### src/rwsd_pkg.sv
// Package for the rolling window standard deviation block.
// Holds shared widths, reset values and the unit status type.
// No dependencies.
`timescale 1ns / 1ps
`default_nettype none

package rwsd_pkg;

  localparam int unsigned WINDOW_MAX_DEF   = 64;
  localparam int unsigned SAMPLE_WIDTH_DEF = 32;

  localparam int unsigned OUT_W      = 32;
  localparam int unsigned WL_W       = 7;
  localparam int unsigned SCALE_W    = 16;
  localparam int unsigned SCALE_FRAC = 8;

  localparam logic [WL_W-1:0]    WL_RESET    = 7'd20;
  localparam logic [SCALE_W-1:0] SCALE_RESET = 16'd512;

  localparam int unsigned APB_ADDR_W = 3;
  localparam int unsigned APB_DATA_W = 32;

  // quotient bits resolved per divider cycle
  localparam int unsigned DIV_RADIX_BITS = 4;

  typedef struct packed {
    logic busy;
    logic done;
  } unit_status_t;

endpackage

`default_nettype wire

### src/rwsd_divider.sv
// Iterative unsigned divider, several quotient bits per cycle, small divisor.
// Depends on rwsd_pkg.
`timescale 1ns / 1ps
`default_nettype none

module rwsd_divider import rwsd_pkg::*; #(
  parameter int unsigned DIV_W = 71,
  parameter int unsigned DVS_W = 7
) (
  input  wire logic             clk_i,
  input  wire logic             rst_ni,
  input  wire logic             start_i,
  input  wire logic [DIV_W-1:0] dividend_i,
  input  wire logic [DVS_W-1:0] divisor_i,
  output logic      [DIV_W-1:0] quotient_o,
  output unit_status_t          status_o
);

  localparam int unsigned STEPS = (DIV_W + DIV_RADIX_BITS - 1) / DIV_RADIX_BITS;
  localparam int unsigned PAD_W = STEPS * DIV_RADIX_BITS;
  localparam int unsigned CNT_W = $clog2(STEPS + 1);

  logic             busy_q, done_q;
  logic [CNT_W-1:0] cnt_q;
  logic [PAD_W-1:0] work_q, work_d;
  logic [DVS_W-1:0] rem_q, rem_d;
  logic [DVS_W-1:0] dvs_q;

  always_comb begin
    logic [DVS_W:0] trial;
    work_d = work_q;
    rem_d  = rem_q;
    for (int i = 0; i < DIV_RADIX_BITS; i++) begin
      trial  = {rem_d, work_d[PAD_W-1]};
      work_d = {work_d[PAD_W-2:0], 1'b0};
      if (trial >= {1'b0, dvs_q}) begin
        rem_d     = DVS_W'(trial - {1'b0, dvs_q});
        work_d[0] = 1'b1;
      end else begin
        rem_d = trial[DVS_W-1:0];
      end
    end
  end

  always_ff @(posedge clk_i or negedge rst_ni) begin
    if (!rst_ni) begin
      busy_q <= 1'b0;
      done_q <= 1'b0;
      cnt_q  <= '0;
    end else begin
      done_q <= 1'b0;
      if (start_i) begin
        busy_q <= 1'b1;
        cnt_q  <= CNT_W'(STEPS);
      end else if (busy_q) begin
        cnt_q <= cnt_q - 1'b1;
        if (cnt_q == CNT_W'(1)) begin
          busy_q <= 1'b0;
          done_q <= 1'b1;
        end
      end
    end
  end

  always_ff @(posedge clk_i) begin
    if (start_i) begin
      work_q <= PAD_W'(dividend_i);
      rem_q  <= '0;
      dvs_q  <= divisor_i;
    end else if (busy_q) begin
      work_q <= work_d;
      rem_q  <= rem_d;
    end
  end

  assign quotient_o = work_q[DIV_W-1:0];
  assign status_o   = '{busy: busy_q, done: done_q};

endmodule

`default_nettype wire

### config.mk
export PLATFORM = sky130hd
export DESIGN_NAME = rwsd_divider
export DESIGN_NICKNAME = d
export VERILOG_FILES = /design/src/rwsd_pkg.sv /design/src/rwsd_divider.sv
export SDC_FILE = /design/constraint.sdc
export NUM_CORES = 1
export LEC_CHECK = 0
export ABC_AREA = 1
export BUFFER_PORTS_ARGS = -buffer_cell sky130_fd_sc_hd__buf_2
export CELL_PAD_IN_SITES_DETAIL_PLACEMENT = 0
export CELL_PAD_IN_SITES_GLOBAL_PLACEMENT = 1
export CORE_MARGIN = 2
export CORE_UTILIZATION = 40
export DETAILED_ROUTE_END_ITERATION = 8
export PLACE_DENSITY = 0.88
export SLEW_MARGIN = 10
export SYNTH_ARGS = -nofsm -noshare
export SYNTH_HDL_FRONTEND = slang
export SYNTH_SLANG_ARGS = --single-unit
### constraint.sdc
create_clock -name clk_i -period 7.1 [get_ports clk_i]
set_input_delay 0 -clock clk_i [delete_from_list [all_inputs] [get_ports clk_i]]
set_output_delay 0 -clock clk_i [all_outputs]
set_load 0.05 [all_outputs]
==> results.json <==
{
  "r2r_slack_ns": 0.65,
  "initial_core_util_pct": 41.24,
  "finalSetupViolCount": 0,
  "final-seq-area_um2": 2678,
  "tightest_slew_ns": 0.9591,
  "worst_setup_path_start_kind": "flip-flop",
  "overflow": 0,
  "viasPerCell": 4.717,
  "hold_path_class": "input pin to async pin",
  "dr.pass1.iters": 5,
  "arrival_ns": 6.69,
  "max_freq_mhz": 155.1,
  "crit_slowest_cell": "fa_1",
  "rows": 44,
  "numCtsBuffers": 9,
  "port_buffers": 153,
  "rsz0062_at_grt": "false",
  "grt_pass1_vias": 4878,
  "die-area_um2": 16100,
  "clk_path_buf_depth": 2,
  "antenna_cells": 0,
  "cpPeakStageDelay_ns": 0.46,
  "post_drt_wl_per_cell_um": 14.71,
  "outcome": "complete, no violations",
  "final_common_cell": "nand2_1",
  "min_period_over_period_pct": 90.82,
  "ys_seq_elements": 93,
  "synth_cell_types": 37,
  "clock_latency_ns": 0.35,
  "dieWidth_um": 126.9,
  "drt_first_iter_violations": 316,
  "worst_slack_ns": 0.6519,
  "syn-instance-count": 714,
  "num_vias": 4986,
  "place_ws_ns": 0.6780,
  "finalClockSkew_ns": 0.009142,
  "worstPathMaxFanout": 9,
  "relSlewSlack_pct": 36.06,
  "n_fill_cell": 1347,
  "antenna_left": 0,
  "critPathBufInv": 4,
  "final_layout_size_suffix_gt1_share_pct": 23.25,
  "area_growth_pct": 24.05,
  "cp-end-kind": "flip-flop",
  "place_hpwl_um": 10370,
  "async_reset_ff_share_pct": 7.527,
  "synth-seq-area-share_pct": 44.33,
  "final.min_clock_period_ns": 6.448,
  "multi_input_area_um2": 2531,
  "routed_wl_um": 15550,
  "syn_nets": 829,
  "fin_util_pct": 51.16,
  "cp_data_required_time_ns": 7.34,
  "timing.rr.end": "rem_q[2]$_SDFFE_PP0P_",
  "cap_violations": 0,
  "cts.htree.levels": 3,
  "r2r_cells": 42,
  "dp.cells": 964,
  "grt_max_degree": 79,
  "cts.sinks": 93,
  "layout_common_cells": "292 x nand2_1, 153 x buf_2, 78 x edfxtp_1, 75 x dlygate4sd3_1, 54 x inv_1",
  "synth_flop_cell": "edfxtp_1",
  "core_um2": 14640,
  "drc_errors": 0,
  "cts.clk_slew.worst_paths_ns": 0.07,
  "final_hold_viol_count": 0,
  "critical_path_class": "flip-flop to flip-flop",
  "synth_edf_count": 78,
  "crit_top_cell": "nand2_1",
  "antenna_found_initial": 0,
  "syn_area_per_cell_um2": 8.459,
  "grt_pass1_wl_um": 24560,
  "ios": 154,
  "track_usage_pct": 19.43,
  "finalNonFillerCells": 1057,
  "cts_tree": "done",
  "critical_path.top_delay_family": "simple AND/OR/NAND/NOR gates",
  "r2r_start": "dvs_q[0]$_DFFE_PP_",
  "root_buffer": "clkbuf_16",
  "slew_viol_final": 0,
  "die_h_um": 126.9,
  "fin_setup_tns_ns": 0,
  "layout.nets": 983,
  "yosysWarnings": 0,
  "gp_congestion": 0.9194,
  "syn_area_um2": 6040
}
[what timing repair did]
item                                    in CTS  in global routing
setup buffers                                0                  2
resized for setup                            0                  2
endpoints found under the setup margin       0                  8
hold buffers                                75                  0
hold endpoints to repair                    81                  0
[worst register-to-register path: cells and delay by family (launching register included)]
| family | cells | cell delay [ns] |
|---|---|---|
| AOI/OAI and AO/OA | 7 | 1.26 |
| adders and majority gates | 5 | 1.78 |
| buffers and inverters | 4 | 0.28 |
| DFF | 1 | 0.44 |
| and+or+nand+nor | 26 | 2.63 |
[synth_stat cells (2+ instances only)]
master / number / area share, %
nand2_1: 292 / 18
dfrtp_1: 7 / 2.9
a31oi_1: 5 / 0.52
fa_1: 4 / 1.3
nand3_4: 6 / 1.7
nor3_1: 2 / 0.17
dfxtp_1: 8 / 2.7
o21ai_0: 7 / 0.58
ha_1: 30 / 6.2
inv_1: 55 / 3.4
buf_1: 2 / 0.12
a21oi_4: 2 / 0.54
nand4_1: 7 / 0.73
nand2_2: 7 / 0.73
nand3_1: 39 / 3.2
o21ai_1: 2 / 0.17
clkbuf_1: 14 / 0.87
buf_4: 73 / 9.1
nor2_8: 2 / 0.66
a21o_1: 2 / 0.25
inv_2: 5 / 0.31
nand3b_1: 4 / 0.50
a21oi_1: 15 / 1.2
xnor2_1: 6 / 0.87
edfxtp_1: 78 / 39
xor2_1: 12 / 1.7
nor2_1: 18 / 1.1
[registers in the layout (all words and copies together), names as in the netlist]
signal / count
cnt_q: 5
busy_q: 1
dvs_q: 7
rem_q: 7
done_q: 1
work_q: 72
[cell type report]
class | instances | area share [%]
flip-flops and latches | 93 | 35.74
inverters | 60 | 3.006
clock inverters | 6 | 0.6012
clock buffers | 10 | 3.056
repair buffers | 233 | 20.74
multi-input cells | 471 | 33.78
well taps | 184 | 3.073
[per-stage QoR]
step                      area, um^2  hold slack, ns
final                           7492         0.02406
after global routing            7492         0.03887
after CTS                       7470        0.005959
after detailed placement        6445         -0.1508
after global placement          6445         -0.1557
after floorplan                 6040         -0.2956
[layer usage]
layer	routed length [um]	vias to the layer above	GRT usage (%)
met2	7325	185	31.28
met5	0	-	0
li1	-	2539	-
met3	984	30	4.682
met4	425	0	7.498
met1	6810	2232	25.45
[how the worst max path moves through the flow]
stage,startpoint,depth (start not counted),end
floorplan,dvs_q[1]$_DFFE_PP_,44,rem_q[1]$_SDFFE_PP0P_
global placement,dvs_q[1]$_DFFE_PP_,44,rem_q[2]$_SDFFE_PP0P_
detailed placement,dvs_q[1]$_DFFE_PP_,42,rem_q[4]$_SDFFE_PP0P_
CTS,dvs_q[1]$_DFFE_PP_,42,rem_q[4]$_SDFFE_PP0P_
global route,dvs_q[0]$_DFFE_PP_,46,rem_q[4]$_SDFFE_PP0P_
finish,dvs_q[0]$_DFFE_PP_,42,rem_q[2]$_SDFFE_PP0P_
[logic make-up after synthesis]
kind of cell	Yosys count	share of synthesized area [%]
AOI/OAI and AO/OA	37	3.833
buffers and inverters	150	13.88
and+or+nand+nor	382	27.80
DFF	93	44.33
xor gates and xnor gates	18	2.610
adders and majority gates	34	7.541
Power is left out: the tool's default activity adds up to more than one toggle a clock period on the data nets, which glitch-free logic cannot reach.
