**config.mk**
```make
export PLATFORM = sky130hd
export DESIGN_NAME = rwsd_sqrt
export DESIGN_NICKNAME = d
export VERILOG_FILES = /design/src/rwsd_pkg.sv /design/src/rwsd_sqrt.sv
export SDC_FILE = /design/constraint.sdc
export NUM_CORES = 1
export LEC_CHECK = 0
export BUFFER_PORTS_ARGS = -buffer_cell sky130_fd_sc_hd__buf_4
export CAP_MARGIN = 20
export CORE_MARGIN = 1
export CORE_UTILIZATION = 40
export DETAILED_ROUTE_END_ITERATION = 7
export GPL_ROUTABILITY_DRIVEN = 0
export PLACE_DENSITY_LB_ADDON = 0.25
export SLEW_MARGIN = 30
export SYNTH_ARGS = -nofsm -noshare
export SYNTH_HDL_FRONTEND = slang
export SYNTH_SLANG_ARGS = --single-unit
```
**constraint.sdc**
```tcl
create_clock -name clk_i -period 4.6 [get_ports clk_i]
set_clock_uncertainty 0.1 [all_clocks]
set_input_delay 0.23 -clock clk_i [delete_from_list [all_inputs] [get_ports clk_i]]
set_output_delay 0.23 -clock clk_i [all_outputs]
set_load 0.01 [all_outputs]
```
**src/rwsd_pkg.sv**
```systemverilog
// Package for the rolling window standard deviation block.
// Holds shared widths, reset values and the unit status type.
// No dependencies.
`timescale 1ns / 1ps
`default_nettype none

package rwsd_pkg;

  localparam int unsigned WINDOW_MAX_DEF   = 64;
  localparam int unsigned SAMPLE_WIDTH_DEF = 32;

  localparam int unsigned OUT_W      = 32;
  localparam int unsigned WL_W       = 7;
  localparam int unsigned SCALE_W    = 16;
  localparam int unsigned SCALE_FRAC = 8;

  localparam logic [WL_W-1:0]    WL_RESET    = 7'd20;
  localparam logic [SCALE_W-1:0] SCALE_RESET = 16'd512;

  localparam int unsigned APB_ADDR_W = 3;
  localparam int unsigned APB_DATA_W = 32;

  // quotient bits resolved per divider cycle
  localparam int unsigned DIV_RADIX_BITS = 4;

  typedef struct packed {
    logic busy;
    logic done;
  } unit_status_t;

endpackage

`default_nettype wire

```
**src/rwsd_sqrt.sv**
```systemverilog
// Digit-by-digit floor square root, one root bit per cycle.
// Depends on rwsd_pkg.
`timescale 1ns / 1ps
`default_nettype none

module rwsd_sqrt import rwsd_pkg::*; #(
  parameter int unsigned ROOT_W = 32
) (
  input  wire logic                clk_i,
  input  wire logic                rst_ni,
  input  wire logic                start_i,
  input  wire logic [2*ROOT_W-1:0] radicand_i,
  output logic      [ROOT_W-1:0]   root_o,
  output unit_status_t             status_o
);

  localparam int unsigned RAD_W = 2 * ROOT_W;
  localparam int unsigned REM_W = ROOT_W + 2;
  localparam int unsigned T_W   = ROOT_W + 4;
  localparam int unsigned CNT_W = $clog2(ROOT_W + 1);

  logic              busy_q, done_q;
  logic [CNT_W-1:0]  cnt_q;
  logic [RAD_W-1:0]  rad_q;
  logic [REM_W-1:0]  rem_q, rem_d;
  logic [ROOT_W-1:0] root_q, root_d;
  logic [T_W-1:0]    t, trial;

  always_comb begin
    t     = {rem_q, rad_q[RAD_W-1:RAD_W-2]};
    trial = T_W'({root_q, 2'b01});
    if (t >= trial) begin
      rem_d  = REM_W'(t - trial);
      root_d = {root_q[ROOT_W-2:0], 1'b1};
    end else begin
      rem_d  = t[REM_W-1:0];
      root_d = {root_q[ROOT_W-2:0], 1'b0};
    end
  end

  always_ff @(posedge clk_i or negedge rst_ni) begin
    if (!rst_ni) begin
      busy_q <= 1'b0;
      done_q <= 1'b0;
      cnt_q  <= '0;
    end else begin
      done_q <= 1'b0;
      if (start_i) begin
        busy_q <= 1'b1;
        cnt_q  <= CNT_W'(ROOT_W);
      end else if (busy_q) begin
        cnt_q <= cnt_q - 1'b1;
        if (cnt_q == CNT_W'(1)) begin
          busy_q <= 1'b0;
          done_q <= 1'b1;
        end
      end
    end
  end

  always_ff @(posedge clk_i) begin
    if (start_i) begin
      rad_q  <= radicand_i;
      rem_q  <= '0;
      root_q <= '0;
    end else if (busy_q) begin
      rad_q  <= rad_q << 2;
      rem_q  <= rem_d;
      root_q <= root_d;
    end
  end

  assign root_o   = root_q;
  assign status_o = '{busy: busy_q, done: done_q};

endmodule

`default_nettype wire

```
==> metrics <==
Tot GR Track Use=17.1%; R2R Path Start=root_o[19]$_SDFFE_PP0P_; Antenna Diode Count=0; Ports=101; drt initial violations=202; Sequential Power Share=28.4%; FF-to-FF setup slack=1.47 ns; Setup TNS Final=0 ns; Peak Freq=319 MHz; syn nets=867; Mapped Cells=764; CTS clock-pin slew for the worst setup and hold paths=0.06 ns; Worst setup SP type=register; DR DRC count=0; final setup vio count=0; hold crit path type=primary input to register; DR WL/cell=14.2 um; Critical Path RT=4.86 ns; combinational fraction of design power=47.3%; Worst R2R End=rem_q[26]$_SDFFE_PP0P_; Int Power=3.75 mW; syn_area_per_cell=10.3 um^2; Critical Path Sink Type=register; Final nets=984; root buffer cell=clkbuf_16; Sink Count=138; critical path's slowest cell=ha_1; post-route ant nets=0; routed vias=5739; Clock Latency Late Sink=0.43 ns; Clock Tree Buf Depth=2; Reg area=3450 um^2; Seq/Total Area, Yosys=43.8%; Core ar.=19000 um^2; fraction of synthesized area in multiplexers=16.5%; CTS buffer count=17; Post-synth EDFFs=64; antenna violations before repair=0; worst hold start=radicand_i[49]; main area contributors after synthesis=edfxtp_1 (24%), dfxtp_1 (17%), mux2_2 (8.9%), mux2i_1 (7.6%), ha_1 (5.7%); CP max stage delay=0.48 ns; crit-path cells=inv_1 > ha_1 > a21oi_1 > o2111ai_1 > a21oi_1 > o41ai_2 > a31oi_2 > a22oi_4 > buf_4 > nor3b_1 > or3_1 > a31oi_1; Main synth FF type=dfxtp_1; fin crit period=3.13 ns; Synth Area in Compound Gates=12.2%; post_cts resized=0; critical path depth=12; layout cells sized above 1=23.3%; switch share=36.8%; peak supply drop=0.000298 V; YS warnings=0; area delta synth->final=24.7%; Yosys reg bits=138; first-pass GRT wire length=27500 um; critical path buffer and inverter count=2; critical path class=register to register; clock share of power=24.3%; Post-Syn Area=7860 um^2; grt total ovfl=0; unrepaired setup endpoints after global routing=no; Max-slew headroom=37.7%; worst-margin pin slew=0.935 ns; HPWL after DPL=10400 um; # rows=50; post-synthesis xor/xnor area fraction=3.68%; total wire length=16300 um; max-slew violations=0; Worst path most repeated cell=a21oi_1; worst-path fanout max=23; fillers=1730; die area=20200 um^2; worst r2r path cells=12; top-count cell post-synth=nor2_1; fin crit share=68.1%; multi-input logic area=3810 um^2; hold slack=0.0255 ns; largest family of logic cells by synthesized area=multiplexers; input/output buffers=100; Initial DRT Pass Iterations=4; pwr/cell area=604 nW/um^2; post-synth top area cell=edfxtp_1; vias per cell=4.97; hold path cells=2; Die H=142 um; max_cap viols=0; CTS tree=done; P_sw=2.18 mW; Die X=142 um; Arrival @ worst endpoint=3.39 ns; final-report hold violation count=0; Post-Synth Adder-Cell Area=5.73%; Synth cell types=61; Top Family by Delay on Critical Path=compound AO/OA/AOI/OAI gates; Min-Delay Endpoint=rad_q[49]$_DFFE_PP_; H-Tree Depth=4; Leakage=4.32 nW; Initial Util=41.5%; Post-synth top cells=nor2_1 (92), dfxtp_1 (66), edfxtp_1 (64); Simple-Gate Fraction of Synth Area=10.4%; Synth top area share=24.4%; ys async rst share=5.80%; status=finished, final reports clean; number of global-route vias before repair=5671; largest net degree at the start of global routing=84
[how the worst max path moves through the flow]
stage                        endpoint  slack [ns]               startpoint
6_report       rem_q[26]$_SDFFE_PP0P_        1.47  root_o[19]$_SDFFE_PP0P_
2_1_floorplan  rad_q[0]$_SDFFCE_PN0P_        1.81                  start_i
5_1_grt        rem_q[26]$_SDFFE_PP0P_        1.23  root_o[19]$_SDFFE_PP0P_
3_3_place_gp   rem_q[26]$_SDFFE_PP0P_        1.52  root_o[19]$_SDFFE_PP0P_
3_5_place_dp   rem_q[26]$_SDFFE_PP0P_        1.47  root_o[19]$_SDFFE_PP0P_
4_1_cts        rem_q[26]$_SDFFE_PP0P_        1.44  root_o[19]$_SDFFE_PP0P_
[through the flow]
| step | std cells | total power, mW | utilization (%) | area (um^2) | setup WS [ns] |
|---|---|---|---|---|---|
| after detailed placement | 1059 | 4.47 | 45.2 | 8560 | 1.47 |
| final | 1154 | 5.93 | 51.7 | 9800 | 1.47 |
| after global routing | 1154 | 6.38 | 51.7 | 9800 | 1.23 |
| after CTS | 1154 | 5.98 | 51.7 | 9800 | 1.44 |
| after global placement | 1059 | 4.45 | 45.2 | 8560 | 1.52 |
| after floorplan | 764 | 3.99 | - | 7860 | 1.81 |
[worst register-to-register path: cells and delay by family (launching register included)]
kind | cells | cell delay (ns)
adder cells (fa/ha/maj) | 1 | 0.48
AND/OR/NAND/NOR | 2 | 0.41
flip-flops | 1 | 0.38
AO/OA/AOI/OAI | 7 | 1.28
buffers and inverters | 2 | 0.41
[layer usage]
metal	up-vias	track usage, %	wire length, um
met5	-	0	0
met4	0	5.09	131
met3	12	5.22	723
met2	104	26.9	7520
met1	2686	22.6	7970
li1	2937	-	-
[area by class of cell]
type / instances / share of cell area [%]
Clock buffer: 18 / 4.38
Clock inverter: 14 / 1.86
Inverter: 50 / 1.91
Multi-Input combinational cell: 506 / 38.9
Sequential cell: 138 / 35.2
Tap cell: 260 / 3.32
Timing Repair Buffer: 168 / 14.5
[registers in the layout, summed over array words and instances (netlist names)]
register and flops:
rad_q 64, rem_q 34, root_o 32, cnt_q 6, busy_q 1, done_q 1
[cells by family (layout without fill, tap and decap cells)]
group,count (synthesis),after routing
muxes,122,122
xor gates and xnor gates,33,33
and+or+nand+nor,174,174
adders and majority gates,36,36
DFF,138,138
AOI/OAI and AO/OA,141,141
buffers and inverters,120,250
[placed cells by master, fill, tap and decap left out, types with 6 or more instances in the layout]
| master | instances |
|---|---|
| buf_4 | 105 |
| nor2_1 | 92 |
| dfxtp_1 | 66 |
| edfxtp_1 | 64 |
| dlygate4sd3_1 | 63 |
| mux2_2 | 62 |
| mux2i_1 | 60 |
| inv_1 | 48 |
| a21oi_1 | 36 |
| ha_1 | 36 |
| a211oi_1 | 30 |
| nand2_1 | 26 |
| xnor2_1 | 25 |
| clkbuf_16 | 17 |
| o21ai_0 | 13 |
| o21ai_1 | 11 |
| a21o_1 | 11 |
| nand3_1 | 10 |
| nor3_1 | 10 |
| xor2_1 | 8 |
| o211ai_1 | 7 |
| nand2b_1 | 7 |
| dfrtp_1 | 7 |
| and2_1 | 6 |
[what timing repair did]
item                      4_1_cts  5_1_grt
setup buffers                   0        0
hold buffers                   63        0
hold endpoints to repair       70        0
[power groups by stage]
| stage | Clock [mW] | Sequential, mW | Combinational (mW) |
|---|---|---|---|
| floorplan | 0 | 1.65 | 2.34 |
| global placement | 0 | 1.70 | 2.75 |
| detailed placement | 0 | 1.70 | 2.76 |
| CTS | 1.47 | 1.68 | 2.82 |
| global route | 1.53 | 1.71 | 3.14 |
| finish | 1.44 | 1.68 | 2.80 |
Power figures use the tool's default switching activity.
